[config.mk]
export PLATFORM = sky130hd
export DESIGN_NAME = signed_int_to_ascii_digits
export DESIGN_NICKNAME = d
export VERILOG_FILES = /design/src/sitad_pkg.sv /design/src/sitad_front.sv /design/src/sitad_queue.sv /design/src/sitad_conv.sv /design/src/sitad_emit.sv /design/src/signed_int_to_ascii_digits.sv
export SDC_FILE = /design/constraint.sdc
export NUM_CORES = 1
export LEC_CHECK = 0
export BUFFER_PORTS_ARGS = -buffer_cell sky130_fd_sc_hd__buf_2
export CAP_MARGIN = 30
export CORE_AREA = 2 2 133 187
export DETAILED_ROUTE_END_ITERATION = 10
export DIE_AREA = 0 0 135 189
export PLACE_DENSITY_LB_ADDON = 0.2
export SYNTH_ARGS = -nofsm -noshare
export SYNTH_HDL_FRONTEND = slang
export SYNTH_HIERARCHICAL = 1
export SYNTH_SLANG_ARGS = --single-unit
[constraint.sdc]
create_clock -name clk -period 9.5 [get_ports clk]
set_clock_uncertainty 0.05 [all_clocks]
set_input_delay 0.95 -clock clk [delete_from_list [all_inputs] [get_ports clk]]
set_output_delay 0.95 -clock clk [all_outputs]
set_load 0.005 [all_outputs]
[src/sitad_pkg.sv]
`default_nettype none

package sitad_pkg;

    // defaults for the top-level parameters
    localparam int VALUE_BITS_DEF  = 32;
    localparam int DIGIT_SLOTS_DEF = 12;

    // longest text that leaves for one value
    localparam int MAX_CHARS = 11;

    // entries between front and back, a power of two
    localparam int QUEUE_DEPTH = 2;

    // magnitude bits taken per double-dabble cycle
    localparam int BITS_PER_STEP = 4;

    typedef logic [6:0] ascii_t;

    localparam ascii_t ASCII_MINUS = 7'h2d;
    localparam ascii_t ASCII_ZERO  = 7'h30;

    localparam ascii_t LOWER_DIGITS [16] = '{
        7'h30, 7'h31, 7'h32, 7'h33, 7'h34, 7'h35, 7'h36, 7'h37,
        7'h38, 7'h39, 7'h61, 7'h62, 7'h63, 7'h64, 7'h65, 7'h66
    };

    localparam ascii_t UPPER_DIGITS [16] = '{
        7'h30, 7'h31, 7'h32, 7'h33, 7'h34, 7'h35, 7'h36, 7'h37,
        7'h38, 7'h39, 7'h41, 7'h42, 7'h43, 7'h44, 7'h45, 7'h46
    };

    typedef struct packed {
        logic signed [31:0] value;
        logic               radix_hex;
        logic               upper_case;
    } value_word_t;

    typedef struct packed {
        logic [6:0] character;
        logic       last_char;
    } text_word_t;

    // per-item flags carried alongside the magnitude
    typedef struct packed {
        logic neg;
        logic radix_hex;
        logic upper_case;
    } item_flags_t;

    typedef enum logic [1:0] {
        CONV_IDLE,
        CONV_RUN,
        CONV_HOLD
    } conv_state_t;

    function automatic ascii_t digit_char(input logic [3:0] digit, input logic upper);
        return upper ? UPPER_DIGITS[digit] : LOWER_DIGITS[digit];
    endfunction

endpackage

`default_nettype wire

[src/sitad_front.sv]
`default_nettype none

module sitad_front #(
    parameter int VALUE_BITS = sitad_pkg::VALUE_BITS_DEF
) (
    input  sitad_pkg::value_word_t word,
    output logic [VALUE_BITS-1:0]  mag,
    output sitad_pkg::item_flags_t flags
);

    logic [VALUE_BITS-1:0] v;

    // sign-extend or truncate to the working width
    assign v = VALUE_BITS'(word.value);

    assign flags.neg        = v[VALUE_BITS-1];
    assign flags.radix_hex  = word.radix_hex;
    assign flags.upper_case = word.upper_case;

    // most negative value wraps to the unsigned 2^(n-1)
    assign mag = v[VALUE_BITS-1] ? ((~v) + {{(VALUE_BITS-1){1'b0}}, 1'b1}) : v;

endmodule

`default_nettype wire

[src/sitad_queue.sv]
`default_nettype none

module sitad_queue #(
    parameter int WIDTH = 8,
    parameter int DEPTH = sitad_pkg::QUEUE_DEPTH
) (
    input  logic             clk,
    input  logic             rst_n,
    input  logic             push_valid,
    output logic             push_ready,
    input  logic [WIDTH-1:0] push_data,
    output logic             pop_valid,
    input  logic             pop_ready,
    output logic [WIDTH-1:0] pop_data
);

    localparam int PTR_W = (DEPTH > 1) ? $clog2(DEPTH) : 1;
    localparam int CNT_W = $clog2(DEPTH + 1);

    logic [WIDTH-1:0] mem_reg [DEPTH];
    logic [PTR_W-1:0] wr_ptr_reg, wr_ptr_next;
    logic [PTR_W-1:0] rd_ptr_reg, rd_ptr_next;
    logic [CNT_W-1:0] count_reg, count_next;
    logic             push, pop;

    assign push_ready = (count_reg != CNT_W'(DEPTH));
    assign pop_valid  = (count_reg != '0);
    assign pop_data   = mem_reg[rd_ptr_reg];

    assign push = push_valid && push_ready;
    assign pop  = pop_valid && pop_ready;

    always_comb
    begin
        wr_ptr_next = wr_ptr_reg;
        rd_ptr_next = rd_ptr_reg;
        count_next  = count_reg;
        if (push)
        begin
            wr_ptr_next = (wr_ptr_reg == PTR_W'(DEPTH - 1)) ? '0 : wr_ptr_reg + 1'b1;
        end
        if (pop)
        begin
            rd_ptr_next = (rd_ptr_reg == PTR_W'(DEPTH - 1)) ? '0 : rd_ptr_reg + 1'b1;
        end
        if (push && !pop)
        begin
            count_next = count_reg + 1'b1;
        end
        else if (pop && !push)
        begin
            count_next = count_reg - 1'b1;
        end
    end

    always_ff @(posedge clk or negedge rst_n)
    begin
        if (!rst_n)
        begin
            wr_ptr_reg <= '0;
            rd_ptr_reg <= '0;
            count_reg  <= '0;
        end
        else
        begin
            wr_ptr_reg <= wr_ptr_next;
            rd_ptr_reg <= rd_ptr_next;
            count_reg  <= count_next;
        end
    end

    always_ff @(posedge clk)
    begin
        if (push)
        begin
            mem_reg[wr_ptr_reg] <= push_data;
        end
    end

endmodule

`default_nettype wire

[src/sitad_conv.sv]
`default_nettype none

module sitad_conv #(
    parameter int VALUE_BITS  = sitad_pkg::VALUE_BITS_DEF,
    parameter int DIGIT_SLOTS = sitad_pkg::DIGIT_SLOTS_DEF
) (
    input  logic                     clk,
    input  logic                     rst_n,
    input  logic                     in_valid,
    output logic                     in_ready,
    input  logic [VALUE_BITS-1:0]    in_mag,
    input  sitad_pkg::item_flags_t   in_flags,
    output logic                     out_valid,
    input  logic                     out_take,
    output logic [4*DIGIT_SLOTS-1:0] out_digits,
    output sitad_pkg::item_flags_t   out_flags
);

    localparam int BPS   = sitad_pkg::BITS_PER_STEP;
    localparam int DW    = 4 * DIGIT_SLOTS;
    localparam int STEPS = (VALUE_BITS + BPS - 1) / BPS;
    localparam int SH_W  = STEPS * BPS;
    localparam int CNT_W = (STEPS > 1) ? $clog2(STEPS) : 1;

    sitad_pkg::conv_state_t state_reg, state_next;

    logic [DW-1:0]          bcd_reg, bcd_next;
    logic [SH_W-1:0]        sh_reg, sh_next;
    logic [CNT_W-1:0]       cnt_reg, cnt_next;
    sitad_pkg::item_flags_t flags_reg, flags_next;
    logic [DW-1:0]          step_bcd;
    logic [SH_W-1:0]        step_sh;
    logic                   load;

    assign load = in_valid && in_ready;

    // next state
    always_comb
    begin
        state_next = state_reg;
        unique case (state_reg)
            sitad_pkg::CONV_IDLE:
            begin
                if (in_valid)
                begin
                    state_next = in_flags.radix_hex ? sitad_pkg::CONV_HOLD : sitad_pkg::CONV_RUN;
                end
            end
            sitad_pkg::CONV_RUN:
            begin
                if (cnt_reg == '0)
                begin
                    state_next = sitad_pkg::CONV_HOLD;
                end
            end
            sitad_pkg::CONV_HOLD:
            begin
                if (out_take)
                begin
                    if (in_valid)
                    begin
                        state_next = in_flags.radix_hex ? sitad_pkg::CONV_HOLD
                                                        : sitad_pkg::CONV_RUN;
                    end
                    else
                    begin
                        state_next = sitad_pkg::CONV_IDLE;
                    end
                end
            end
            default:
            begin
                state_next = sitad_pkg::CONV_IDLE;
            end
        endcase
    end

    // outputs
    always_comb
    begin
        in_ready  = 1'b0;
        out_valid = 1'b0;
        unique case (state_reg)
            sitad_pkg::CONV_IDLE:
            begin
                in_ready = 1'b1;
            end
            sitad_pkg::CONV_RUN:
            begin
                in_ready = 1'b0;
            end
            sitad_pkg::CONV_HOLD:
            begin
                out_valid = 1'b1;
                in_ready  = out_take;
            end
            default:
            begin
                in_ready = 1'b0;
            end
        endcase
    end

    assign out_digits = bcd_reg;
    assign out_flags  = flags_reg;

    // double dabble, several magnitude bits per cycle; carries out of the
    // top digit drop, leaving the magnitude modulo 10^slots
    always_comb
    begin
        step_bcd = bcd_reg;
        step_sh  = sh_reg;
        for (int b = 0; b < BPS; b++)
        begin
            for (int d = 0; d < DIGIT_SLOTS; d++)
            begin
                if (step_bcd[4*d +: 4] >= 4'd5)
                begin
                    step_bcd[4*d +: 4] = step_bcd[4*d +: 4] + 4'd3;
                end
            end
            {step_bcd, step_sh} = {step_bcd[DW-2:0], step_sh, 1'b0};
        end
    end

    always_comb
    begin
        bcd_next   = bcd_reg;
        sh_next    = sh_reg;
        cnt_next   = cnt_reg;
        flags_next = flags_reg;
        if (load)
        begin
            flags_next = in_flags;
            cnt_next   = CNT_W'(STEPS - 1);
            sh_next    = SH_W'(in_mag);
            // hex digits are the low nibbles as they stand
            bcd_next   = in_flags.radix_hex ? DW'(in_mag) : '0;
        end
        else if (state_reg == sitad_pkg::CONV_RUN)
        begin
            bcd_next = step_bcd;
            sh_next  = step_sh;
            cnt_next = cnt_reg - 1'b1;
        end
    end

    always_ff @(posedge clk or negedge rst_n)
    begin
        if (!rst_n)
        begin
            state_reg <= sitad_pkg::CONV_IDLE;
            cnt_reg   <= '0;
        end
        else
        begin
            state_reg <= state_next;
            cnt_reg   <= cnt_next;
        end
    end

    always_ff @(posedge clk)
    begin
        bcd_reg   <= bcd_next;
        sh_reg    <= sh_next;
        flags_reg <= flags_next;
    end

endmodule

`default_nettype wire

[src/sitad_emit.sv]
`default_nettype none

module sitad_emit #(
    parameter int DIGIT_SLOTS = sitad_pkg::DIGIT_SLOTS_DEF
) (
    input  logic                     clk,
    input  logic                     rst_n,
    input  logic                     in_valid,
    output logic                     in_take,
    input  logic [4*DIGIT_SLOTS-1:0] in_digits,
    input  sitad_pkg::item_flags_t   in_flags,
    output logic                     out_valid,
    input  logic                     out_ready,
    output sitad_pkg::text_word_t    out_word
);

    localparam int DW    = 4 * DIGIT_SLOTS;
    localparam int IDX_W = (DIGIT_SLOTS > 1) ? $clog2(DIGIT_SLOTS) : 1;
    localparam int N_W   = (sitad_pkg::MAX_CHARS > 1) ? $clog2(sitad_pkg::MAX_CHARS) : 1;

    logic                  active_reg, active_next;
    logic                  sign_reg, sign_next;
    logic [IDX_W-1:0]      idx_reg, idx_next;
    logic [N_W-1:0]        n_reg, n_next;
    logic [DW-1:0]         digits_reg, digits_next;
    logic                  upper_reg, upper_next;
    logic                  out_valid_reg, out_valid_next;
    sitad_pkg::text_word_t out_word_reg, out_word_next;

    logic [IDX_W-1:0]  msd;
    logic              adv;
    sitad_pkg::ascii_t cur_char;
    logic              cur_last;

    // most significant non-zero digit; an all-zero value starts at the
    // lowest slot and gives a single zero
    always_comb
    begin
        msd = '0;
        for (int d = 0; d < DIGIT_SLOTS; d++)
        begin
            if (in_digits[4*d +: 4] != 4'd0)
            begin
                msd = IDX_W'(d);
            end
        end
    end

    assign adv      = active_reg && (!out_valid_reg || out_ready);
    assign cur_char = sign_reg ? sitad_pkg::ASCII_MINUS
                               : sitad_pkg::digit_char(digits_reg[{idx_reg, 2'b00} +: 4],
                                                       upper_reg);
    assign cur_last = (!sign_reg && (idx_reg == '0))
                   || (n_reg == N_W'(sitad_pkg::MAX_CHARS - 1));
    assign in_take  = in_valid && (!active_reg || (adv && cur_last));

    always_comb
    begin
        active_next    = active_reg;
        sign_next      = sign_reg;
        idx_next       = idx_reg;
        n_next         = n_reg;
        digits_next    = digits_reg;
        upper_next     = upper_reg;
        out_valid_next = out_valid_reg;
        out_word_next  = out_word_reg;

        if (adv)
        begin
            out_valid_next          = 1'b1;
            out_word_next.character = cur_char;
            out_word_next.last_char = cur_last;
        end
        else if (out_ready)
        begin
            out_valid_next = 1'b0;
        end

        if (in_take)
        begin
            active_next = 1'b1;
            sign_next   = in_flags.neg;
            idx_next    = msd;
            n_next      = '0;
            digits_next = in_digits;
            upper_next  = in_flags.upper_case;
        end
        else if (adv)
        begin
            n_next = n_reg + 1'b1;
            if (cur_last)
            begin
                active_next = 1'b0;
            end
            else if (sign_reg)
            begin
                sign_next = 1'b0;
            end
            else
            begin
                idx_next = idx_reg - 1'b1;
            end
        end
    end

    assign out_valid = out_valid_reg;
    assign out_word  = out_word_reg;

    always_ff @(posedge clk or negedge rst_n)
    begin
        if (!rst_n)
        begin
            active_reg    <= 1'b0;
            out_valid_reg <= 1'b0;
        end
        else
        begin
            active_reg    <= active_next;
            out_valid_reg <= out_valid_next;
        end
    end

    always_ff @(posedge clk)
    begin
        sign_reg     <= sign_next;
        idx_reg      <= idx_next;
        n_reg        <= n_next;
        digits_reg   <= digits_next;
        upper_reg    <= upper_next;
        out_word_reg <= out_word_next;
    end

endmodule

`default_nettype wire

[src/signed_int_to_ascii_digits.sv]
`default_nettype none

// Signed integer to ASCII text. Each word on the value channel carries a
// 32-bit two's complement value, a radix select (decimal or hexadecimal)
// and a letter-case select for hex digits. Its text leaves on the text
// channel one character per word, most significant first: a '-' for a
// negative value (in hex too), then the magnitude with leading zeros
// suppressed, or a single '0' for zero; last_char marks the final
// character. The most negative value reads as the unsigned magnitude
// 2^(VALUE_BITS-1). Only the DIGIT_SLOTS lowest digits are formed and at
// most 11 characters leave per value. The front classifies the value
// (sign, magnitude) into a two-entry queue; the back converts it with a
// double-dabble unit that takes 4 magnitude bits a cycle and hands the
// digits to a character sequencer with a registered output. Conversion
// loads the magnitude and then runs the double-dabble steps in decimal;
// in hex it skips them. The sequencer sends a value's characters one per
// cycle while the text channel is ready, overlapping with the next
// conversion. Between acceptance and the first character a value passes
// the queue, the converter and the sequencer's output register.
// There is no configuration and no state kept across values.

module signed_int_to_ascii_digits #(
    parameter int VALUE_BITS  = sitad_pkg::VALUE_BITS_DEF,
    parameter int DIGIT_SLOTS = sitad_pkg::DIGIT_SLOTS_DEF
) (
    input  logic                  clk,
    input  logic                  rst_n,
    input  logic                  value_valid,
    output logic                  value_ready,
    input  sitad_pkg::value_word_t value_word,
    output logic                  text_valid,
    input  logic                  text_ready,
    output sitad_pkg::text_word_t text_word
);

    localparam int FLAG_W = $bits(sitad_pkg::item_flags_t);
    localparam int ENT_W  = VALUE_BITS + FLAG_W;
    localparam int DW     = 4 * DIGIT_SLOTS;

    // front: sign and magnitude
    logic [VALUE_BITS-1:0]  front_mag;
    sitad_pkg::item_flags_t front_flags;

    // queue between front and back
    logic                   q_pop_valid;
    logic                   q_pop_ready;
    logic [ENT_W-1:0]       q_pop_data;
    logic [VALUE_BITS-1:0]  q_mag;
    sitad_pkg::item_flags_t q_flags;

    // converter to sequencer handoff
    logic                   conv_valid;
    logic                   conv_take;
    logic [DW-1:0]          conv_digits;
    sitad_pkg::item_flags_t conv_flags;

    sitad_front #(
        .VALUE_BITS (VALUE_BITS)
    ) u_front (
        .word  (value_word),
        .mag   (front_mag),
        .flags (front_flags)
    );

    sitad_queue #(
        .WIDTH (ENT_W),
        .DEPTH (sitad_pkg::QUEUE_DEPTH)
    ) u_queue (
        .clk        (clk),
        .rst_n      (rst_n),
        .push_valid (value_valid),
        .push_ready (value_ready),
        .push_data  ({front_mag, front_flags}),
        .pop_valid  (q_pop_valid),
        .pop_ready  (q_pop_ready),
        .pop_data   (q_pop_data)
    );

    assign q_mag   = q_pop_data[ENT_W-1:FLAG_W];
    assign q_flags = sitad_pkg::item_flags_t'(q_pop_data[FLAG_W-1:0]);

    // back, first half: digit conversion
    sitad_conv #(
        .VALUE_BITS  (VALUE_BITS),
        .DIGIT_SLOTS (DIGIT_SLOTS)
    ) u_conv (
        .clk        (clk),
        .rst_n      (rst_n),
        .in_valid   (q_pop_valid),
        .in_ready   (q_pop_ready),
        .in_mag     (q_mag),
        .in_flags   (q_flags),
        .out_valid  (conv_valid),
        .out_take   (conv_take),
        .out_digits (conv_digits),
        .out_flags  (conv_flags)
    );

    // back, second half: one character per cycle while the text channel is ready
    sitad_emit #(
        .DIGIT_SLOTS (DIGIT_SLOTS)
    ) u_emit (
        .clk       (clk),
        .rst_n     (rst_n),
        .in_valid  (conv_valid),
        .in_take   (conv_take),
        .in_digits (conv_digits),
        .in_flags  (conv_flags),
        .out_valid (text_valid),
        .out_ready (text_ready),
        .out_word  (text_word)
    );

    // converted digits must hold until the sequencer takes them
    a_conv_hold : assert property (@(posedge clk) disable iff (!rst_n)
        conv_valid && !conv_take |=> conv_valid && $stable(conv_digits)
                                     && $stable(conv_flags))
        else $error("converter result changed before handoff");

    // an accepted value leaves the queue non-empty on the next cycle
    a_queue_fill : assert property (@(posedge clk) disable iff (!rst_n)
        value_valid && value_ready |=> q_pop_valid)
        else $error("queue lost an accepted value");

    // a minus sign is always followed by at least one digit
    a_minus_not_last : assert property (@(posedge clk) disable iff (!rst_n)
        text_valid |-> !(text_word.character == sitad_pkg::ASCII_MINUS
                         && text_word.last_char))
        else $error("text ended on a minus sign");

endmodule

`default_nettype wire
==> results of run 1 <==
==> metrics by stage <==
| stage | utilization (%) | hold WS (ns) |
|---|---|---|
| after detailed placement | 69.4 | 0.426 |
| after CTS | 72.6 | 0.290 |
| after floorplan | - | 0.350 |
| after global routing | 72.6 | 0.307 |
| final | 72.6 | 0.307 |
| after global placement | 69.3 | 0.422 |
==> cell type report <==
cell class	count	area, µm²
fillers	1708	6520
flip-flops and latches	229	6780
repair buffers	53	300
clock buffers	27	601
well taps	310	388
multi-input cells	1224	8740
inverters	84	315
clock inverters	14	161
==> per-layer routing <==
metal  global-route usage (%)  wire, µm
met5                        0         0
met4                     11.5      1570
met3                     2.36      1400
met2                     51.4     18300
met1                     31.2     13800
==> placed cells by master, fill, tap and decap left out, types with 17 or more instances in the layout <==
master,n
edfxtp_1,214
nand2_1,202
o21ai_0,93
inv_1,80
nor2_1,80
a21oi_1,79
ha_1,66
xnor2_1,50
buf_2,47
nor3_1,46
nand3_1,39
mux2i_1,33
mux2_4,29
nand2b_1,28
clkbuf_16,23
a211oi_1,22
nor2b_1,21
and2_1,20
nor4_1,19
a21o_1,18
o211ai_1,18
and3_1,17
==> worst max-delay path: stages (launching register included) <==
cell      delay [ns]
edfxtp_1        0.48
inv_1           0.13
ha_1            0.24
nor2b_1         0.30
nor3_1          0.09
a21oi_1         0.34
ha_1            0.27
nor2b_1         0.22
nand3b_1        0.13
o21ai_0         0.17
ha_1            0.25
nand2b_1        0.16
a211oi_1        0.20
o21ai_0         0.16
xnor2_1         0.31
ha_1            0.23
nor2b_1         0.12
o21ai_0         0.14
and2_1          0.20
o21a_1          0.16
==> path summary, 6_finish.rpt <==
kind | start | to | slack (ns)
hold / removal | rst_n | u_emit/out_valid | 0.31
setup / recovery | u_conv/out_digits[36] | u_conv/out_digits[46] | 4.92
min in group clk | u_queue/count_reg[1] | u_queue/count_reg[1] | 0.44
max in group asynchronous | rst_n | u_queue/rd_ptr_reg | 8.78
setup reg to reg | u_conv/out_digits[36] | u_conv/out_digits[46] | 4.92
hold reg to reg | u_queue/count_reg[1] | u_queue/count_reg[1] | 0.44
==> impl_metrics.ini, run 1 <==
[sta]
slew_viol_final = 0
worst_pin_slew_ns = 0.987
max-slew-margin-rel_pct = 34.1
setup_slack_ns = 4.92
finalSetupViolCount = 0
finalHoldViolations = 0
min_period_over_period_pct = 48.2
timing.setup.tns_ns = 0
period_minus_slack_ns = 4.58
fmax_mhz = 218
rsz0062_at_grt = no

[setup_path]
crit_fanout = 7
crit_required_ns = 9.72
cp-start-kind = register
critical_path.endpoint_type = register
r2r_cells = 19
critPathKind = register to register
cp.arrival_ns = 4.80

[clock_tree]
clk_pin_slew_ns = 0.07
clk_path_buf_depth = 3
clockRootBuffer = clkbuf_16
cts_tree = done
cts_setup_buffers = 0
holdBufCountCts = 0
cts.sinks = 229
clock_latency_ns = 0.51
cts_made_buffers = 23
htreeDepth = 1
ctsResizeCount = 0

[routing]
routedWlPerCell_um = 18.1
dr_total_vias = 12500
viasPerCell = 6.43
drtIter0Drc = 909
drt_first_pass_iters = 6
routed_wl_um = 35000
drc = 0
drtAntennaViolNets = 0

[placement]
place_congestion = 0.872
placed_area_um2 = 16500
io_buffers = 47
hpwl_um = 25500
dpl_worst_slack_ns = 4.93
place_inst = 1900

[run_status]
status = complete, no violations

[floorplan]
die_y_um = 189
core.rowCount = 67
initial_utilization_pct = 67.9
ioPinCount = 48
dieArea_um2 = 25500
core_area_um2 = 23800
die_x_um = 135

[finish]
diodes = 0
final_nets = 1719
largest_reg_flops = 70
area_growth_pct = 6.99
instances_no_fill = 1941
drive_gt1_share_pct = 13.1
fin_area_um2 = 17300

[grt]
grt_pass1_vias = 12000
grt_usage_pct = 27.2
gr-total-overflow = 0
grt_pass1_wl_um = 57100
grt_max_degree = 71
antenna_found_initial = 0

[job]
maxCapViolCount = 0

[synth]
synth-warning-count = 6
synth_cells = 1596
syn_area_per_cell_um2 = 10.1
syn_area_um2 = 16200
syn_nets = 1700

[min_path]
hold_class = primary input to asynchronous set/reset pin
Power of run 1 is not shown: default switching activity piles up to over one toggle a cycle in this logic, so the estimate is an artifact.
==> run 2, diff against run 1 <==
CORE_AREA = 2 2 145 203   (was 2 2 133 187)
DIE_AREA = 0 0 147 205   (was 0 0 135 189)
clock period = 3.9 ns   (was 9.5 ns; I/O delays follow)
==> impl_metrics.ini, run 2 (same netlist as run 1, synthesis figures left out) <==
[routing]
drt_first_pass_iters = 5
drtIter0Drc = 770
wl_met2_um = 20900
met1_length_um = 14900
top_layer = met4
drc = 0
wl_met3_um = 1260
routedWlPerCell_um = 17.7
routed_wl_um = 38800
dr_total_vias = 13100
viasPerCell = 6.01
drtAntennaViolNets = 0

[sta]
rsz0062_at_grt = yes
max-slew-margin-rel_pct = 45.3
worst_pin_slew_ns = 0.814
finalHoldViolations = 0
slew_viol_final = 0
fmax_mhz = 256
period_minus_slack_ns = 3.91
min_period_over_period_pct = 100
setup_slack_ns = -0.00720
finalSetupViolCount = 1
timing.setup.tns_ns = -0.00720

[floorplan]
dieArea_um2 = 30100
ioPinCount = 48
die_x_um = 147
die_y_um = 205
core.rowCount = 73
core_area_um2 = 28300
initial_utilization_pct = 57.1

[clock_tree]
cts_tree = done
clk_pin_slew_ns = 0.06
clockRootBuffer = clkbuf_16
clock_latency_ns = 0.52
clk_path_buf_depth = 3
cts_made_buffers = 24
cts.sinks = 229
htreeDepth = 1

[setup_path]
r2r_cells = 21
critical_path.endpoint_type = register
crit_required_ns = 4.12
critPathKind = register to register
regToRegSetupSlack_ns = -0.007
cp.arrival_ns = 4.13
r2r-start = u_conv/out_digits[41]
cp-start-kind = register
crit_fanout = 4
r2r_end = u_conv/out_digits[46]

[job]
maxCapViolCount = 0

[finish]
fin_util_pct = 69.8
mostFrequentLayoutCells = edfxtp_1, nand2_1, buf_4
final_nets = 1900
largest_reg_flops = 70
instances_no_fill = 2187
n_fill_cell = 2075
area_growth_pct = 22.4
diodes = 0
drive_gt1_share_pct = 30.7
mostFrequentLayoutCell = edfxtp_1

[grt]
gr-total-overflow = 0
grt_pass1_vias = 12600
grt_max_degree = 81
grt_usage_pct = 24.1
grt_pass1_wl_um = 59900
antenna_found_initial = 0

[placement]
place_congestion = 0.882
place_inst = 2093
hpwl_um = 27300
dpl_worst_slack_ns = -0.210
io_buffers = 47

[run_status]
failed_checks = negative setup slack
status = finished with violations

[min_path]
hold_class = primary input to register
hold_end = u_queue/mem_reg[1][3]
hp-start = value_word[2]
hold_depth = 1
## run 2: worst max path at each step
stage                                  endpoint  cells past startpoint  slack (ns)             startpoint
after floorplan           u_conv/out_digits[36]                     18       0.002  u_conv/out_digits[28]
after global placement    u_conv/out_digits[46]                     18       -0.06  u_conv/out_digits[40]
after detailed placement  u_conv/out_digits[46]                     18       -0.21  u_conv/out_digits[40]
after CTS                 u_conv/out_digits[46]                     19       -0.01  u_conv/out_digits[40]
after global routing      u_conv/out_digits[46]                     20       -0.21  u_conv/out_digits[40]
final                     u_conv/out_digits[46]                     21      -0.007  u_conv/out_digits[41]
## run 2: timing repair
action	in CTS	in global routing
hold buffers	3	0
hold endpoints to repair	14	0
cloned	0	0
setup buffers	9	41
setup endpoints to repair	15	39
resized for setup	25	191
pin swaps	16	76
## run 2: critical path, stage by stage, from the launching register on
cell      delay [ns]
edfxtp_1        0.41
inv_2           0.13
ha_2            0.17
nand2b_4        0.15
a21oi_4         0.07
xnor2_2         0.27
ha_2            0.23
nor2b_4         0.18
nand3b_1        0.13
o21ai_1         0.11
inv_1           0.11
ha_2            0.22
nand2b_4        0.06
a211oi_2        0.25
o21ai_2         0.12
xnor2_2         0.16
buf_4           0.16
ha_4            0.16
nor2b_4         0.11
o21ai_2         0.09
and2_1          0.16
o21a_1          0.16
## run 2: stage by stage
| step | hold WS [ns] | cell area (µm²) |
|---|---|---|
| finish | 0.0557 | 19800 |
| detailed placement | 0.237 | 17600 |
| global placement | 0.234 | 17600 |
| floorplan | 0.0444 | 16200 |
| CTS | 0.0397 | 18600 |
| global route | 0.0561 | 19800 |
## run 2: layout make-up
type,count,area (µm²),area share (%)
clock buffers,27,633,3.20
clock inverters,15,133,0.671
inverters,84,315,1.59
multi-input cells,1224,9760,49.4
flip-flops and latches,229,6780,34.3
well taps,375,469,2.37
repair buffers,233,1680,8.47
## run 2: routing by layer
| layer | global-route usage, % | vias to the layer above |
|---|---|---|
| met4 | 10.2 | 0 |
| met1 | 27.0 | 6311 |
| li1 | - | 6435 |
| met5 | 0 | - |
| met3 | 2.14 | 93 |
| met2 | 46.5 | 302 |
Power of run 2 is left out for the same reason.
==> run 3, diff against run 2 <==
CORE_AREA = 2 2 143 201   (was 2 2 145 203)
CTS_BUF_LIST = sky130_fd_sc_hd__clkbuf_8   (was not set)
DIE_AREA = 0 0 145 203   (was 0 0 147 205)
RECOVER_POWER = 25   (was not set)
SKIP_CTS_REPAIR_TIMING = 1   (was not set)
==> impl_metrics.ini, run 3 (same netlist as run 1, synthesis figures left out) <==
[setup_path]
path_buf_inv = 4
critical_path.startpoint = u_conv/out_digits[32]
critPathKind = register to register
cp.arrival_ns = 4.19
critical_path.top_delay_family = simple AND/OR/NAND/NOR gates
r2r-start = u_conv/out_digits[32]
cp-start-kind = register
max_stage_delay_ns = 0.50
slowest_stage = or4_1
crit_top_cell = ha_2
crit_fanout = 5
critical_path.endpoint_type = register
crit_required_ns = 4.22
cp_cell_sequence = inv_1 -> ha_2 -> nor2b_2 -> buf_4 -> nor3_4 -> nor2_4 -> inv_2 -> ha_2 -> nand2b_4 -> nand3_4 -> o31a_1 -> nand2_1 -> ha_2 -> inv_1 -> a21oi_2 -> o2bb2ai_2 -> ha_2 -> or4_1 -> a31oi_1

[routing]
viasPerCell = 6.10
dr_total_vias = 13500
drtAntennaViolNets = 0
drtIter0Drc = 936
drt_first_pass_iters = 5
routed_wl_um = 40300
drc = 0
routedWlPerCell_um = 18.2

[sta]
worst_pin_slew_ns = 1.37
max-slew-margin-rel_pct = 8.85
slew_viol_final = 0
rsz0062_at_grt = yes
fmax_mhz = 259
finalHoldViolations = 0
min_period_over_period_pct = 99.1
finalSetupViolCount = 0
period_minus_slack_ns = 3.86
hold_ws_ns = 0.120

[finish]
drive_gt1_share_pct = 31.6
mostFrequentLayoutCells = edfxtp_1, nand2_1, buf_4
area_growth_pct = 22.6
mostFrequentLayoutCell = edfxtp_1
largest_reg_flops = 70
final_nets = 1917
n_fill_cell = 1931
diodes = 0

[clock_tree]
htreeDepth = 2
cts.sinks = 229
cts_made_buffers = 38
clk_path_buf_depth = 3
cts_tree = done
clock_latency_ns = 0.54
clockRootBuffer = clkbuf_8
clk_pin_slew_ns = 0.06

[floorplan]
core.rowCount = 72
dieArea_um2 = 29400
core_area_um2 = 27500
die_y_um = 203
initial_utilization_pct = 58.8
die_x_um = 145
ioPinCount = 48

[grt]
gr-total-overflow = 0
antenna_found_initial = 0
grt_usage_pct = 25.1
grt_pass1_vias = 12900
grt_max_degree = 72
grt_pass1_wl_um = 61300

[placement]
place_congestion = 0.844
hpwl_um = 28100
io_buffers = 47

[run_status]
status = complete, no violations

[min_path]
hold_class = primary input to register
hp-start = value_word[2]

[job]
maxCapViolCount = 0
## run 3: cell count changes in the layout (fill, tap and decap cells not counted), moves of 4 or more
cell       before  now
clkbuf_8        0   39
clkinv_2        4    8
clkbuf_16      25    0
o21ai_2         9   15
and2_4          7    3
buf_2          47   42
and2_1         14   18
ha_2           20   25
clkbuf_1        2    7
clkinv_1        4    8
inv_1          62   66
o21ai_1        24   20
## run 3: worst paths after layout
| path | endpoint | slack [ns] | cells past startpoint |
|---|---|---|---|
| max in group asynchronous | u_queue/rd_ptr_reg | 2.97 | 2 |
| worst max register to register | u_conv/out_digits[44] | 0.04 | 19 |
| worst min register to register | u_queue/count_reg[1] | 0.44 | 1 |
| worst max-delay path | u_conv/out_digits[44] | 0.04 | 19 |
| min in group asynchronous | u_conv/state_reg[1] | 0.35 | 2 |
| worst min-delay path | u_queue/mem_reg[1][3] | 0.12 | 1 |
## run 3: metal layers
layer  GRT usage [%]  share of wire (%)  wire length, µm
met4            10.8                4.3             1750
met5               0                  0                0
met3            2.65                3.5             1400
met2            48.5                 54            21700
met1            27.6                 38            15400
## run 3: layout make-up
type	instances	area (µm²)	share of cell area [%]
inverters	84	318	1.60
clock buffers	39	537	2.71
well taps	370	463	2.34
clock inverters	29	246	1.24
repair buffers	236	1700	8.59
flip-flops and latches	229	6780	34.3
multi-input cells	1224	9760	49.3
## run 3: stage by stage
| stage | cells | setup TNS (ns) | setup slack, ns | utilization, % | cell area, µm² |
|---|---|---|---|---|---|
| 3_3_place_gp | 2099 | -0.126 | -0.0652 | 64.5 | 17700 |
| 6_report | 2211 | 0 | 0.0370 | 72.1 | 19800 |
| 3_5_place_dp | 2099 | -0.989 | -0.154 | 64.5 | 17700 |
| 4_1_cts | 2167 | -1.68 | -0.200 | 67.3 | 18500 |
| 5_1_grt | 2211 | -1.21 | -0.135 | 72.1 | 19800 |
| 2_1_floorplan | 1596 | 0 | 0.00183 | - | 16200 |
Power of run 3 is left out for the same reason.
